$ cat config.mk
export PLATFORM = sky130hd
export DESIGN_NAME = scratchpad_temp_check_alarm_core
export DESIGN_NICKNAME = d
export VERILOG_FILES = /design/src/hw/rtl/scrt_pkg.sv /design/src/hw/rtl/scrt_frame.sv /design/src/hw/rtl/scrt_eval.sv /design/src/hw/rtl/scratchpad_temp_check_alarm_core.sv
export SDC_FILE = /design/constraint.sdc
export NUM_CORES = 1
export LEC_CHECK = 0
export ABC_AREA = 1
export BUFFER_PORTS_ARGS = -buffer_cell sky130_fd_sc_hd__buf_2
export CORE_ASPECT_RATIO = 2
export CORE_MARGIN = 5
export CORE_UTILIZATION = 28
export DETAILED_ROUTE_END_ITERATION = 10
export PLACE_DENSITY = 0.52
export SLEW_MARGIN = 20
export SYNTH_ARGS = -nofsm -noshare
export SYNTH_HDL_FRONTEND = slang
export SYNTH_HIERARCHICAL = 1
export SYNTH_SLANG_ARGS = --single-unit
$ cat constraint.sdc
create_clock -name clk -period 5.85 [get_ports clk]
set_input_delay 1.4625 -clock clk [delete_from_list [all_inputs] [get_ports clk]]
set_output_delay 1.4625 -clock clk [all_outputs]
set_load 0.02 [all_outputs]
$ cat src/hw/rtl/scrt_pkg.sv
// Shared types, constants and the CRC-8 byte function for the scratchpad
// temperature checker. No dependencies; used by every RTL file of the block.
`default_nettype none

package scrt_pkg;

  // Reflected CRC-8 polynomial and power-on scratchpad reading
  localparam logic [7:0] CRC_POLY     = 8'h8C;
  localparam logic [7:0] POWERON_LOW  = 8'h50;
  localparam logic [7:0] POWERON_HIGH = 8'h05;

  // Byte positions within a frame
  localparam logic [3:0] POS_LOW       = 4'd0;
  localparam logic [3:0] POS_HIGH      = 4'd1;
  localparam logic [3:0] LAST_DATA_POS = 4'd8;
  localparam logic [3:0] IDLE_POS      = 4'd9;

  // Default failure threshold on consecutive bad reads
  localparam int ERROR_LIMIT_DEF = 5;

  // Configuration register indexes
  localparam logic [2:0] CFG_SENSOR_ENABLE = 3'd0;
  localparam logic [2:0] CFG_HIGH_LIMIT    = 3'd1;
  localparam logic [2:0] CFG_LOW_LIMIT     = 3'd2;
  localparam logic [2:0] CFG_HYSTERESIS    = 3'd3;
  localparam logic [2:0] CFG_CALIBRATION   = 3'd4;

  // Configuration reset values
  localparam logic              RST_SENSOR_ENABLE = 1'b1;
  localparam logic signed [7:0] RST_HIGH_LIMIT    = 8'sd127;
  localparam logic signed [7:0] RST_LOW_LIMIT     = -8'sd128;
  localparam logic [7:0]        RST_HYSTERESIS    = 8'd1;
  localparam logic signed [14:0] RST_CALIBRATION  = 15'sd0;

  // Alarm modes
  localparam logic [1:0] MODE_NORMAL = 2'd0;
  localparam logic [1:0] MODE_HIGH   = 2'd1;
  localparam logic [1:0] MODE_LOW    = 2'd2;

  // Alarm events
  localparam logic [1:0] EV_NONE     = 2'd0;
  localparam logic [1:0] EV_HIGH     = 2'd1;
  localparam logic [1:0] EV_LOW      = 2'd2;
  localparam logic [1:0] EV_FAILURE  = 2'd3;

  // Whole degrees to hundredths
  localparam logic signed [19:0] CENTI_PER_DEG = 20'sd100;

  // Check beat from the frame tracker to the evaluator
  typedef struct packed {
    logic               match;
    logic signed [18:0] centi_raw;
  } check_t;

  // Alarm and calibration settings seen by the evaluator
  typedef struct packed {
    logic signed [7:0]  high_limit;
    logic signed [7:0]  low_limit;
    logic [7:0]         hysteresis;
    logic signed [14:0] calibration;
  } alarm_cfg_t;

  // One byte through the reflected CRC-8, LSB first
  function automatic logic [7:0] crc8_byte(input logic [7:0] crc_in, input logic [7:0] b);
    logic [7:0] c;
    logic       fb;
    c = crc_in;
    for (int i = 0; i < 8; i++) begin
      fb = c[0] ^ b[i];
      c  = {1'b0, c[7:1]};
      if (fb) begin
        c = c ^ CRC_POLY;
      end
    end
    return c;
  endfunction

endpackage

`default_nettype wire

$ cat src/hw/rtl/scrt_frame.sv
// Frame tracker: byte position, running CRC, reading capture and the
// registered check beat with the converted raw temperature. Uses scrt_pkg.
`default_nettype none

module scrt_frame (
  input  wire                  clk,
  input  wire                  rst_n,
  input  wire                  in_valid,
  output logic                 in_ready,
  input  wire  [7:0]           in_data_byte,
  input  wire                  in_frame_start,
  input  wire                  sensor_enable,
  output logic                 chk_valid,
  input  wire                  chk_ready,
  output scrt_pkg::check_t     chk
);

  logic [3:0]       pos_r, pos_nxt;
  logic [7:0]       crc_r, crc_nxt;
  logic [7:0]       rd_low_r, rd_low_nxt;
  logic [7:0]       rd_high_r, rd_high_nxt;
  logic             chk_valid_r, chk_valid_nxt;
  scrt_pkg::check_t chk_r, chk_nxt;

  logic       in_fire;
  logic [3:0] pos_eff;
  logic [7:0] crc_eff;
  logic [7:0] crc_adj;
  logic [15:0] raw;
  logic        neg;
  logic [16:0] mag;
  logic [17:0] scaled;

  assign in_ready  = !chk_valid_r || chk_ready;
  assign in_fire   = in_valid && in_ready;
  assign chk_valid = chk_valid_r;
  assign chk       = chk_r;

  // Frame start restarts position and CRC
  assign pos_eff = in_frame_start ? scrt_pkg::POS_LOW : pos_r;
  assign crc_eff = in_frame_start ? 8'd0 : crc_r;

  // Power-on reading forces a CRC mismatch
  assign crc_adj = (rd_low_r == scrt_pkg::POWERON_LOW && rd_high_r == scrt_pkg::POWERON_HIGH) ?
                   crc_r + 8'd1 : crc_r;

  // Sign-magnitude conversion: 6*m + floor(m/4) hundredths
  assign raw    = {rd_high_r, rd_low_r};
  assign neg    = raw[15];
  assign mag    = neg ? ({1'b0, ~raw} + 17'd1) : {1'b0, raw};
  assign scaled = {mag, 1'b0} + {mag[15:0], 2'b00} + {3'b000, mag[16:2]};

  // Byte tracking and check beat generation
  always_comb begin
    pos_nxt       = pos_r;
    crc_nxt       = crc_r;
    rd_low_nxt    = rd_low_r;
    rd_high_nxt   = rd_high_r;
    chk_valid_nxt = chk_valid_r && !chk_ready;
    chk_nxt       = chk_r;
    if (in_fire) begin
      if (pos_eff < scrt_pkg::LAST_DATA_POS) begin
        if (pos_eff == scrt_pkg::POS_LOW) begin
          rd_low_nxt = in_data_byte;
        end else if (pos_eff == scrt_pkg::POS_HIGH) begin
          rd_high_nxt = in_data_byte;
        end
        crc_nxt = scrt_pkg::crc8_byte(crc_eff, in_data_byte);
        pos_nxt = pos_eff + 4'd1;
      end else if (pos_eff == scrt_pkg::LAST_DATA_POS) begin
        pos_nxt = scrt_pkg::IDLE_POS;
        if (sensor_enable) begin
          chk_valid_nxt     = 1'b1;
          chk_nxt.match     = (crc_adj == in_data_byte);
          chk_nxt.centi_raw = neg ? -$signed({1'b0, scaled}) : $signed({1'b0, scaled});
        end
      end
    end
  end

  always_ff @(posedge clk) begin
    if (!rst_n) begin
      pos_r       <= scrt_pkg::POS_LOW;
      crc_r       <= 8'd0;
      rd_low_r    <= 8'd0;
      rd_high_r   <= 8'd0;
      chk_valid_r <= 1'b0;
    end else begin
      pos_r       <= pos_nxt;
      crc_r       <= crc_nxt;
      rd_low_r    <= rd_low_nxt;
      rd_high_r   <= rd_high_nxt;
      chk_valid_r <= chk_valid_nxt;
    end
  end

  always_ff @(posedge clk) begin
    chk_r <= chk_nxt;
  end

endmodule

`default_nettype wire

$ cat src/hw/rtl/scrt_eval.sv
// Evaluator: calibration, error count, hysteresis alarm and the result
// register toward the output channel. Uses scrt_pkg.
`default_nettype none

module scrt_eval #(
  parameter int ERROR_LIMIT = scrt_pkg::ERROR_LIMIT_DEF
) (
  input  wire                    clk,
  input  wire                    rst_n,
  input  wire                    chk_valid,
  output logic                   chk_ready,
  input  wire scrt_pkg::check_t     chk,
  input  wire scrt_pkg::alarm_cfg_t cfg,
  output logic                   out_valid,
  input  wire                    out_ready,
  output logic signed [18:0]     out_temperature_centi,
  output logic                   out_read_ok,
  output logic [1:0]             out_alarm_event,
  output logic [1:0]             out_alarm_level,
  output logic [2:0]             out_error_count
);

  localparam logic [2:0] ERR_LIM = 3'(ERROR_LIMIT);

  logic               out_valid_r, out_valid_nxt;
  logic signed [18:0] last_temp_r, last_temp_nxt;
  logic [2:0]         cnt_r, cnt_nxt;
  logic [1:0]         mode_r, mode_nxt;
  logic               ok_r, ok_nxt;
  logic [1:0]         ev_r, ev_nxt;

  logic               chk_fire;
  logic signed [18:0] temp;
  logic signed [19:0] temp_w;
  logic signed [10:0] hi_up, hi_dn, lo_up, lo_dn;
  logic signed [19:0] hi_up_c, hi_dn_c, lo_up_c, lo_dn_c;
  logic [2:0]         cnt_inc;

  assign chk_ready = !out_valid_r || out_ready;
  assign chk_fire  = chk_valid && chk_ready;

  // Calibrated temperature
  assign temp   = chk.centi_raw + 19'(cfg.calibration);
  assign temp_w = 20'(temp);

  // Thresholds in hundredths
  assign hi_up   = 11'(cfg.high_limit) + $signed({3'b000, cfg.hysteresis});
  assign hi_dn   = 11'(cfg.high_limit) - $signed({3'b000, cfg.hysteresis});
  assign lo_up   = 11'(cfg.low_limit) + $signed({3'b000, cfg.hysteresis});
  assign lo_dn   = 11'(cfg.low_limit) - $signed({3'b000, cfg.hysteresis});
  assign hi_up_c = 20'(hi_up) * scrt_pkg::CENTI_PER_DEG;
  assign hi_dn_c = 20'(hi_dn) * scrt_pkg::CENTI_PER_DEG;
  assign lo_up_c = 20'(lo_up) * scrt_pkg::CENTI_PER_DEG;
  assign lo_dn_c = 20'(lo_dn) * scrt_pkg::CENTI_PER_DEG;

  // Saturating bad-read count before the failure jump
  assign cnt_inc = (cnt_r < ERR_LIM) ? cnt_r + 3'd1 : cnt_r;

  // Result and alarm state update on a check beat
  always_comb begin
    out_valid_nxt = out_valid_r && !out_ready;
    last_temp_nxt = last_temp_r;
    cnt_nxt       = cnt_r;
    mode_nxt      = mode_r;
    ok_nxt        = ok_r;
    ev_nxt        = ev_r;
    if (chk_fire) begin
      out_valid_nxt = 1'b1;
      ok_nxt        = chk.match;
      ev_nxt        = scrt_pkg::EV_NONE;
      if (chk.match) begin
        last_temp_nxt = temp;
        cnt_nxt       = 3'd0;
        case (mode_r)
          scrt_pkg::MODE_NORMAL: begin
            if (temp_w >= hi_up_c) begin
              ev_nxt   = scrt_pkg::EV_HIGH;
              mode_nxt = scrt_pkg::MODE_HIGH;
            end else if (temp_w <= lo_dn_c) begin
              ev_nxt   = scrt_pkg::EV_LOW;
              mode_nxt = scrt_pkg::MODE_LOW;
            end
          end
          scrt_pkg::MODE_HIGH: begin
            if (temp_w <= hi_dn_c) begin
              mode_nxt = scrt_pkg::MODE_NORMAL;
            end
          end
          scrt_pkg::MODE_LOW: begin
            if (temp_w >= lo_up_c) begin
              mode_nxt = scrt_pkg::MODE_NORMAL;
            end
          end
          default: mode_nxt = mode_r;
        endcase
      end else begin
        cnt_nxt = cnt_inc;
        if (cnt_inc == ERR_LIM) begin
          ev_nxt  = scrt_pkg::EV_FAILURE;
          cnt_nxt = cnt_inc + 3'd2;
        end
      end
    end
  end

  always_ff @(posedge clk) begin
    if (!rst_n) begin
      out_valid_r <= 1'b0;
      last_temp_r <= 19'sd0;
      cnt_r       <= 3'd0;
      mode_r      <= scrt_pkg::MODE_NORMAL;
    end else begin
      out_valid_r <= out_valid_nxt;
      last_temp_r <= last_temp_nxt;
      cnt_r       <= cnt_nxt;
      mode_r      <= mode_nxt;
    end
  end

  always_ff @(posedge clk) begin
    ok_r <= ok_nxt;
    ev_r <= ev_nxt;
  end

  assign out_valid             = out_valid_r;
  assign out_temperature_centi = last_temp_r;
  assign out_read_ok           = ok_r;
  assign out_alarm_event       = ev_r;
  assign out_alarm_level       = mode_r;
  assign out_error_count       = cnt_r;

endmodule

`default_nettype wire

$ cat src/hw/rtl/scratchpad_temp_check_alarm_core.sv
// Top level of the scratchpad temperature checker: configuration registers,
// frame tracker and evaluator. Uses scrt_pkg, scrt_frame and scrt_eval.
// Throughput: one byte per cycle; the input stalls only while a check beat and
// a result beat both wait on out_ready.
// Result path: after the edge that accepts byte 8, out_valid rises via the
// frame tracker check register, then the evaluator result register.
// Reset: synchronous, active low; clears position, CRC, readings, error count,
// alarm mode, last temperature and loads the configuration defaults.
`default_nettype none

module scratchpad_temp_check_alarm_core #(
  parameter int ERROR_LIMIT = scrt_pkg::ERROR_LIMIT_DEF
) (
  input  wire                clk,
  input  wire                rst_n,
  input  wire                in_valid,
  output logic               in_ready,
  input  wire  [7:0]         in_data_byte,
  input  wire                in_frame_start,
  output logic               out_valid,
  input  wire                out_ready,
  output logic signed [18:0] out_temperature_centi,
  output logic               out_read_ok,
  output logic [1:0]         out_alarm_event,
  output logic [1:0]         out_alarm_level,
  output logic [2:0]         out_error_count,
  input  wire                cfg_valid,
  output logic               cfg_ready,
  input  wire  [2:0]         cfg_index,
  input  wire  [14:0]        cfg_data
);

  logic                 enable_r;
  scrt_pkg::alarm_cfg_t acfg_r;
  logic                 chk_valid;
  logic                 chk_ready;
  scrt_pkg::check_t     chk;

  assign cfg_ready = 1'b1;

  // Configuration register writes
  always_ff @(posedge clk) begin
    if (!rst_n) begin
      enable_r           <= scrt_pkg::RST_SENSOR_ENABLE;
      acfg_r.high_limit  <= scrt_pkg::RST_HIGH_LIMIT;
      acfg_r.low_limit   <= scrt_pkg::RST_LOW_LIMIT;
      acfg_r.hysteresis  <= scrt_pkg::RST_HYSTERESIS;
      acfg_r.calibration <= scrt_pkg::RST_CALIBRATION;
    end else if (cfg_valid && cfg_ready) begin
      unique case (cfg_index)
        scrt_pkg::CFG_SENSOR_ENABLE: enable_r           <= cfg_data[0];
        scrt_pkg::CFG_HIGH_LIMIT:    acfg_r.high_limit  <= $signed(cfg_data[7:0]);
        scrt_pkg::CFG_LOW_LIMIT:     acfg_r.low_limit   <= $signed(cfg_data[7:0]);
        scrt_pkg::CFG_HYSTERESIS:    acfg_r.hysteresis  <= cfg_data[7:0];
        scrt_pkg::CFG_CALIBRATION:   acfg_r.calibration <= $signed(cfg_data);
        default: ;
      endcase
    end
  end

  scrt_frame u_frame (
    .clk            (clk),
    .rst_n          (rst_n),
    .in_valid       (in_valid),
    .in_ready       (in_ready),
    .in_data_byte   (in_data_byte),
    .in_frame_start (in_frame_start),
    .sensor_enable  (enable_r),
    .chk_valid      (chk_valid),
    .chk_ready      (chk_ready),
    .chk            (chk)
  );

  scrt_eval #(
    .ERROR_LIMIT (ERROR_LIMIT)
  ) u_eval (
    .clk                   (clk),
    .rst_n                 (rst_n),
    .chk_valid             (chk_valid),
    .chk_ready             (chk_ready),
    .chk                   (chk),
    .cfg                   (acfg_r),
    .out_valid             (out_valid),
    .out_ready             (out_ready),
    .out_temperature_centi (out_temperature_centi),
    .out_read_ok           (out_read_ok),
    .out_alarm_event       (out_alarm_event),
    .out_alarm_level       (out_alarm_level),
    .out_error_count       (out_error_count)
  );

  // A good read always clears the error count
  a_ok_clears_count: assert property (@(posedge clk) disable iff (!rst_n)
    (out_valid && out_read_ok) |-> (out_error_count == 3'd0))
    else $error("good read with nonzero error count");

  // A raised alarm leaves the matching alarm level
  a_event_level: assert property (@(posedge clk) disable iff (!rst_n)
    (out_valid && (out_alarm_event == scrt_pkg::EV_HIGH || out_alarm_event == scrt_pkg::EV_LOW))
    |-> (out_alarm_level == out_alarm_event && out_read_ok))
    else $error("alarm event does not match alarm level");

  // Failure is reported only on a rejected frame, with the count past the limit
  a_failure: assert property (@(posedge clk) disable iff (!rst_n)
    (out_valid && out_alarm_event == scrt_pkg::EV_FAILURE)
    |-> (!out_read_ok && out_error_count == 3'(ERROR_LIMIT + 2)))
    else $error("failure report on bad state");

  // The count only holds values up to the limit or the reported mark
  a_count_range: assert property (@(posedge clk) disable iff (!rst_n)
    out_valid |-> (out_error_count <= 3'(ERROR_LIMIT) ||
                   out_error_count == 3'(ERROR_LIMIT + 2)))
    else $error("error count out of range");

  // No result beat right after reset
  a_reset_idle: assert property (@(posedge clk) !rst_n |=> !out_valid)
    else $error("result valid after reset");

endmodule

`default_nettype wire
==> results of run 1 <==
area by class of cell:
| type | instances | area (µm²) |
|---|---|---|
| Sequential cell | 117 | 2580 |
| Clock buffer | 33 | 696 |
| Timing Repair Buffer | 175 | 1180 |
| Inverter | 380 | 1430 |
| Fill cell | 5932 | 36600 |
| Multi-Input combinational cell | 1699 | 11700 |
| Tap cell | 744 | 931 |
flip-flops by register name, summed over array words and instances (netlist names), 2 cells and up:
signal	count
u_frame/rd_low_r	8
u_frame/pos_r	4
u_eval/out_error_count	3
u_eval/out_alarm_level	2
u_frame/chk	20
u_eval/out_alarm_event	2
u_frame/crc_r	8
u_frame/rd_high_r	8
acfg_r	39
u_eval/out_temperature_centi	19
power by group through the flow:
stage	Clock (mW)	Sequential [mW]	Combinational, mW
floorplan	0	0.904	3.05
global placement	0	0.916	4.36
detailed placement	0	0.917	4.43
CTS	1.26	0.901	4.48
global route	1.28	0.904	5.42
finish	1.22	0.901	4.75
path summary, 6_finish.rpt:
path | slack [ps] | endpoint | cells past startpoint
max | 210 | u_eval/out_alarm_level[0] | 32
min | 470 | u_eval/out_valid | 2
max reg2reg | 210 | u_eval/out_alarm_level[0] | 32
min reg2reg | 470 | u_eval/out_valid | 2
timing repair:
action / CTS / global route
setup buffers: 0 / 5
cloned: 0 / 0
endpoints found under the setup margin: 4 / 4
gates resized for setup: 3 / 70
pin swaps: 2 / 38
cell usage in the layout, fill, tap and decap left out, types with 6 or more instances in the layout:
cell type / instances
nor3_1: 18
nand2_2: 33
dfxtp_1: 91
buf_4: 113
xor2_2: 8
o21ai_1: 12
xnor2_1: 35
nand4_1: 30
nand3b_1: 13
a21o_1: 24
nand3_1: 117
o21ai_2: 7
a31oi_1: 8
o31ai_1: 6
fa_1: 31
xor2_1: 99
o21ai_0: 69
nand2_1: 493
a21oi_2: 17
nor3_2: 6
inv_2: 22
nand3_2: 12
nor2_2: 15
ha_1: 261
ha_4: 14
o21bai_1: 26
edfxtp_1: 23
a21oi_1: 118
inv_1: 354
nor2_1: 177
buf_2: 60
clkbuf_16: 25
critical path: cells and delay by family, from the launching register on:
kind,cells,cell delay (ps)
adder cells (fa/ha/maj),6,1770
AO/OA/AOI/OAI,8,1550
AND/OR/NAND/NOR,14,1260
buffers and inverters,3,440
flip-flops,1,330
XOR/XNOR,1,170
cell families after synthesis:
logic type	Yosys count	synth area share, %
xor gates and xnor gates	143	8.45
AOI/OAI and AO/OA	305	11.4
adders and majority gates	312	26.8
buffers and inverters	407	10.2
and+or+nand+nor	937	26.5
DFF	117	16.6
other	2	0.0485
routing by layer:
| layer | global-route usage [%] | vias to the layer above | share of wire, % |
|---|---|---|---|
| met2 | 36.3 | 247 | 58 |
| met4 | 15.4 | 0 | 11 |
| li1 | - | 7509 | - |
| met1 | 13.1 | 6860 | 30 |
| met5 | 0 | - | 0 |
| met3 | 1.55 | 173 | 1.9 |
==> reports/results.ini, run 1 <==
[global_route]
grt_pass1_wl_um=80600
antenna_found_initial=0
grt_max_degree=40
grt_overflow=0
grt_pass1_vias=15700
track_usage_pct=17.3

[synthesis]
yosysTopAreaCell=ha_1
yosys.cell_count.top_type=nand2_1
ys_types=55
synth_ff_type=dfxtp_1
ys_seq_area_share_pct=16.6
syn_area_mm2=0.0155
synth_top_area_share_pct=22.5
ys_ff_latch=117
synth_edf_count=23
yosys-top-cells-area=ha_1, dfxtp_1, nand2_1
syn_avg_cell_area_um2=6.97
yosys-top-cells-count=nand2_1, inv_1, ha_1, nor2_1, a21oi_1
syn_inst=2223
yosysWarningCount=6
syn-num-nets=2567
synthArstFlopShare_pct=0

[status]
outcome=finished clean

[critical_path]
cpMaxStageDelayCell=o311ai_0
worstSetupEndpointType=flop
crit_required_ps=6230
crit_fanout=4
critical_path.most_common_cell=nand2_1
max_stage_delay_ps=510
r2r_start=acfg_r[16]
cp.arrival_ps=6020
critical_path_class=reg2reg
start_kind=flop
critPathLaunch=acfg_r[16]

[timing]
tightest_slew_ps=1180
hold_slack_ps=470
fin_ws_ps=212
relSlewSlack_pct=21.2
drv_slew=0
fin_crit_ps=5640
setup_viol=0
tns_ps=0
fin_crit_sh_pct=96.4
rsz0062_at_grt=true
skew_ps=19.1
fmax_ghz=0.177
final_hold_viol_count=0

[place]
hpwl_um=44600
pre_cts_slack_ps=-23.1
gp_congestion=0.952
dp.cells=3110
placed_cell_area_mm2=0.0174
portBuffers=60

[floorplanning]
die_y_um=343
die_w_um=176
rows=122
initial_core_util_pct=28.1
pin_count=62
dieArea_mm2=0.0604
core-area_mm2=0.0551

[clocking]
hold_buffers=0
cts_buffer_depth=3
root_buffer=clkbuf_16
htree_num_levels=4
path_clk_slew_ps=50
worstSkewPairLatency_ps=490
cts_buffers=25
cts_tree=yes
clock_sinks=117

[pwr]
power.total_mw=6.87
clkPwrFrac_pct=17.7
switching_share_pct=45.3
p_int_mw=3.75
pwr-share-seq_pct=13.1
p_comb_share_pct=69.2
vdd_drop_max_mv=0.184
p_leak_nw=9.91
cellPowerDensity_mw_per_mm2=371
power.switching_mw=3.11

[cells_and_area]
fin_area_mm2=0.0185
drive_above_1_share_pct=15.3
instances_no_fill=3148
area_growth_pct=19.5
finish.utilization_pct=33.6
final_nets=2742
diodes=0

[routing]
firstDrtPassIters=6
wl_um=52200
drc_errors=0
vias=14800
viasPerCell=4.70
wl_per_cell_um=16.6
drt_iter0_markers=506
ant_nets=0

[min_path]
worstHoldStart=u_frame/chk_valid
hp-class=reg2reg

[flow_run]
drv_cap=0

Note: power is estimated with default switching activity, not from simulation.
==> run 2: changes to the inputs <==
Settings changed: CORE_MARGIN 5 to default.
==> run 2 against run 1 <==
Sequential share of layout area down 0.18 points. Clock power down 4%. Die area down 6.8%. Via count up 1.2%. Flip-flop and latch count unchanged. Register-to-register slack about the same. Sequential power about the same. Power down 0.56%. Critical endpoint unchanged.
==> reports/results.ini, run 2 (synthesized netlist as in run 1, its figures left out) <==
[status]
outcome=finished clean

[clocking]
cts_tree=yes
root_buffer=clkbuf_16
hold_buffers=0
cts_buffer_depth=3
htree_num_levels=4
cts_buffers=25
path_clk_slew_ps=50
worstSkewPairLatency_ps=500
clock_sinks=117

[pwr]
p_int_mw=3.72
pwr-share-seq_pct=13.2
clkPwrFrac_pct=17.1
power.switching_mw=3.11
p_comb_share_pct=69.8
switching_share_pct=45.6
cellPowerDensity_mw_per_mm2=364
vdd_drop_max_mv=0.205
p_leak_nw=9.99
power.total_mw=6.83

[timing]
drv_slew=0
fmax_ghz=0.178
relSlewSlack_pct=29.0
tightest_slew_ps=1060
final_hold_viol_count=0
fin_crit_sh_pct=96.2
skew_ps=16.3
rsz0062_at_grt=true
setup_viol=0
hold_slack_ps=479
tns_ps=0
fin_ws_ps=221
fin_crit_ps=5630

[critical_path]
cpMaxStageDelayCell=fa_2
critical_path_class=reg2reg
crit_required_ps=6230
critical_path.most_common_cell=nand2_1
start_kind=flop
crit_fanout=4
worstSetupEndpointType=flop
cp.arrival_ps=6010
max_stage_delay_ps=530

[floorplanning]
die_w_um=168
core-area_mm2=0.0545
dieArea_mm2=0.0563
initial_core_util_pct=28.4
rows=121
pin_count=62
die_y_um=335

[place]
pre_cts_slack_ps=-136
hpwl_um=43800
gp_congestion=0.930
dp.cells=3051
placed_cell_area_mm2=0.0174
portBuffers=60

[routing]
drc_errors=0
ant_nets=0
viasPerCell=4.84
wl_per_cell_um=16.8
vias=15000
wl_um=52000
drt_iter0_markers=475
firstDrtPassIters=5

[global_route]
grt_overflow=0
antenna_found_initial=0
grt_max_degree=62
grt_pass1_wl_um=79900
track_usage_pct=18.6
grt_pass1_vias=15600

[cells_and_area]
final_nets=2758
fin_area_mm2=0.0188
area_growth_pct=21.2
drive_above_1_share_pct=17.7
instances_no_fill=3093
seqCellArea_mm2=0.00258
multi_input_area_mm2=0.0120
fill_cells=5790
regMostFlops=acfg_r
final_cell_mix=nand2_1, inv_1, ha_1, nor2_1, buf_4
largest_reg_flops=39
layout_commonest_cell=nand2_1
diodes=0
finish.utilization_pct=34.5

[flow_run]
drv_cap=0

[min_path]
hp-class=reg2reg

==> run 2: timing repair <==
| item | CTS | global route |
|---|---|---|
| pin swaps | 1 | 62 |
| endpoints found under the setup margin | 3 | 4 |
| resized for setup | 13 | 113 |
| setup buffers | 1 | 11 |
| gates cloned | 0 | 0 |
==> run 2: final timing paths <==
kind	slack, ps	end	depth (start not counted)	start
worst max-delay path	220	u_eval/out_alarm_level[0]	33	acfg_r[15]
worst min-delay path	480	u_frame/pos_r[1]	2	u_frame/pos_r[1]
worst max register to register	220	u_eval/out_alarm_level[0]	33	acfg_r[15]
worst min register to register	480	u_frame/pos_r[1]	2	u_frame/pos_r[1]
==> run 2: per-layer routing <==
layer  vias to the layer above  track usage, %  part of all wire, %
met2                       294            38.8                   57
met5                         -               0                    0
met1                      6982            14.7                   32
li1                       7525               -                    -
met3                       168            2.11                  2.4
met4                         0            15.7                  8.8
==> run 2: cell type report <==
cell class | count | share of cell area [%]
multi-input cells | 1699 | 63.9
flip-flops and latches | 117 | 13.7
inverters | 380 | 7.60
repair buffers | 191 | 6.83
well taps | 676 | 4.50
clock buffers | 27 | 3.37
clock inverters | 3 | 0.0733
==> run 2: critical path, delay by kind of cell, from the launching register on <==
| family | cells | cell delay [ps] |
|---|---|---|
| AND/OR/NAND/NOR | 13 | 1180 |
| XOR/XNOR | 2 | 460 |
| flip-flops | 1 | 370 |
| adder cells (fa/ha/maj) | 7 | 2100 |
| AO/OA/AOI/OAI | 7 | 1040 |
| buffers and inverters | 4 | 370 |
==> run 2: power groups by stage <==
stage                     registers [mW]  logic (mW)  clock network, mW
after global placement             0.915        4.23                  0
after CTS                          0.899        4.36               1.19
after detailed placement           0.915        4.31                  0
after floorplan                    0.904        3.05                  0
final                              0.900        4.76               1.17
after global routing               0.903        5.42               1.22
==> run 3: changes to the inputs <==
Settings changed: PLACE_DENSITY 0.52 to 0.44.
==> run 3 against run 2 <==
Sequential power about the same. Sequential share of layout area decreased by 0.60 points. Clock-buffer cell count increased by 3. Hold slack improved by 1.2 ps. Flip-flop and latch count unchanged. Largest cell class unchanged. Utilization increased by 1.7 points. Register-to-register slack about the same. Die area unchanged. Fmax about the same.
==> reports/results.ini, run 3 (synthesized netlist as in run 1, its figures left out) <==
[status]
outcome=finished clean

[clocking]
cts_buffers=25
clock_sinks=117
path_clk_slew_ps=50
worstSkewPairLatency_ps=510
root_buffer=clkbuf_16
hold_buffers=0
cts_buffer_depth=3
htree_num_levels=4
cts_tree=yes

[critical_path]
crit_fanout=6
cp.arrival_ps=5940
critical_path.most_common_cell=nand2_2
cpMaxStageDelayCell=fa_1
max_stage_delay_ps=430
crit_required_ps=6160
worstSetupEndpointType=flop
start_kind=flop
critical_path_class=reg2reg
regToRegSetupSlack_ps=220

[timing]
drv_slew=0
relSlewSlack_pct=25.1
skew_ps=25.0
tightest_slew_ps=1120
fin_crit_sh_pct=96.2
final_hold_viol_count=0
rsz0062_at_grt=true
setup_viol=0
fmax_ghz=0.178
fin_crit_ps=5630

[pwr]
vdd_drop_max_mv=0.281
power.total_mw=7.65
p_comb_share_pct=72.0
p_leak_nw=10.2
switching_share_pct=44.9
power.switching_mw=3.44
cellPowerDensity_mw_per_mm2=388
p_int_mw=4.21
clkPwrFrac_pct=16.3
pwr-share-seq_pct=11.8

[cells_and_area]
instances_no_fill=3137
diodes=0
fill_cells=5834
multi_input_area_mm2=0.0125
largest_reg_flops=39
seqCellArea_mm2=0.00259
final_cell_mix=nand2_1, inv_1, ha_1, nor2_1, buf_4
regMostFlops=acfg_r
drive_above_1_share_pct=21.7
layout_commonest_cell=nand2_1
fin_area_mm2=0.0197
area_growth_pct=27.0
final_nets=2799

[place]
portBuffers=60
hpwl_um=45600
dp.cells=3079
placed_cell_area_mm2=0.0176
gp_congestion=0.896

[global_route]
antenna_found_initial=0
grt_pass1_vias=15800
grt_pass1_wl_um=83000
grt_overflow=0
track_usage_pct=19.5
grt_max_degree=84

[floorplanning]
dieArea_mm2=0.0563
die_w_um=168
die_y_um=335
pin_count=62
initial_core_util_pct=28.4
core-area_mm2=0.0545
rows=121

[routing]
wl_um=54500
drc_errors=0
drt_iter0_markers=568
ant_nets=0
firstDrtPassIters=5
wl_per_cell_um=17.4
viasPerCell=4.81
vias=15100

[flow_run]
drv_cap=0

[min_path]
hp-class=reg2reg

## run 3: cell count changes in the layout (fill, tap and decap cells not counted), sizes merged
| cell | previous run | this run |
|---|---|---|
| clkbuf | 27 | 30 |
| clkinvlp | 0 | 1 |
| clkinv | 7 | 6 |
| buf | 191 | 232 |
| inv | 376 | 375 |
| bufinv | 0 | 1 |
## run 3: cell type report
| cell class | count | share of cell area [%] |
|---|---|---|
| sequential | 117 | 13.1 |
| tap | 676 | 4.30 |
| inverter | 380 | 7.27 |
| multi-input combinational | 1699 | 63.4 |
| timing repair buffer | 232 | 8.29 |
| clock buffer | 30 | 3.37 |
| clock inverter | 3 | 0.197 |
## run 3: worst max-delay path: cells and delay by family (launching register included)
family                     cells  cell delay, ps
AOI/OAI and AO/OA              5             670
xor gates and xnor gates       1             160
adders and majority gates      7            2030
buffers and inverters          7             700
DFF                            1             320
and+or+nand+nor               16            1530
## run 3: stage by stage
| step | utilization (%) | setup slack, ps | TNS, ps | hold slack, ps |
|---|---|---|---|---|
| after CTS | 34.1 | 2.42 | 0 | 478 |
| after global routing | 36.1 | -67.4 | -159 | 510 |
| after global placement | 32.3 | -265 | -672 | 472 |
| after detailed placement | 32.3 | -299 | -750 | 472 |
| after floorplan | - | 469 | 0 | 443 |
| final | 36.1 | 223 | 0 | 480 |
## run 3: power by group through the flow
| stage | registers (mW) | clock network (mW) | logic [mW] |
|---|---|---|---|
| final | 0.900 | 1.25 | 5.50 |
| after global routing | 0.903 | 1.30 | 6.18 |
| after CTS | 0.900 | 1.28 | 4.69 |
| after detailed placement | 0.916 | 0 | 4.53 |
| after global placement | 0.916 | 0 | 4.49 |
| after floorplan | 0.904 | 0 | 3.05 |
## run 3: metal layers
metal	vias up	GRT usage (%)	part of all wire, %
met5	-	0	0
met4	0	13.2	6.8
met3	125	1.97	2.2
met2	250	42.3	60
met1	7098	15.5	31
li1	7610	-	-
## run 3: what timing repair did
action,4_1_cts,5_1_grt
setup buffers,5,20
endpoints found under the hold margin,0,0
gates resized for setup,38,172
pin swaps,12,93
cloned,0,0
setup endpoints to repair,3,4
## run 3: worst paths after layout
check	depth (start not counted)	to	from
worst max-delay path	36	u_eval/out_alarm_event[1]	acfg_r[15]
worst min-delay path	2	u_frame/pos_r[0]	u_frame/pos_r[0]
worst max register to register	36	u_eval/out_alarm_event[1]	acfg_r[15]
worst min register to register	2	u_frame/pos_r[0]	u_frame/pos_r[0]
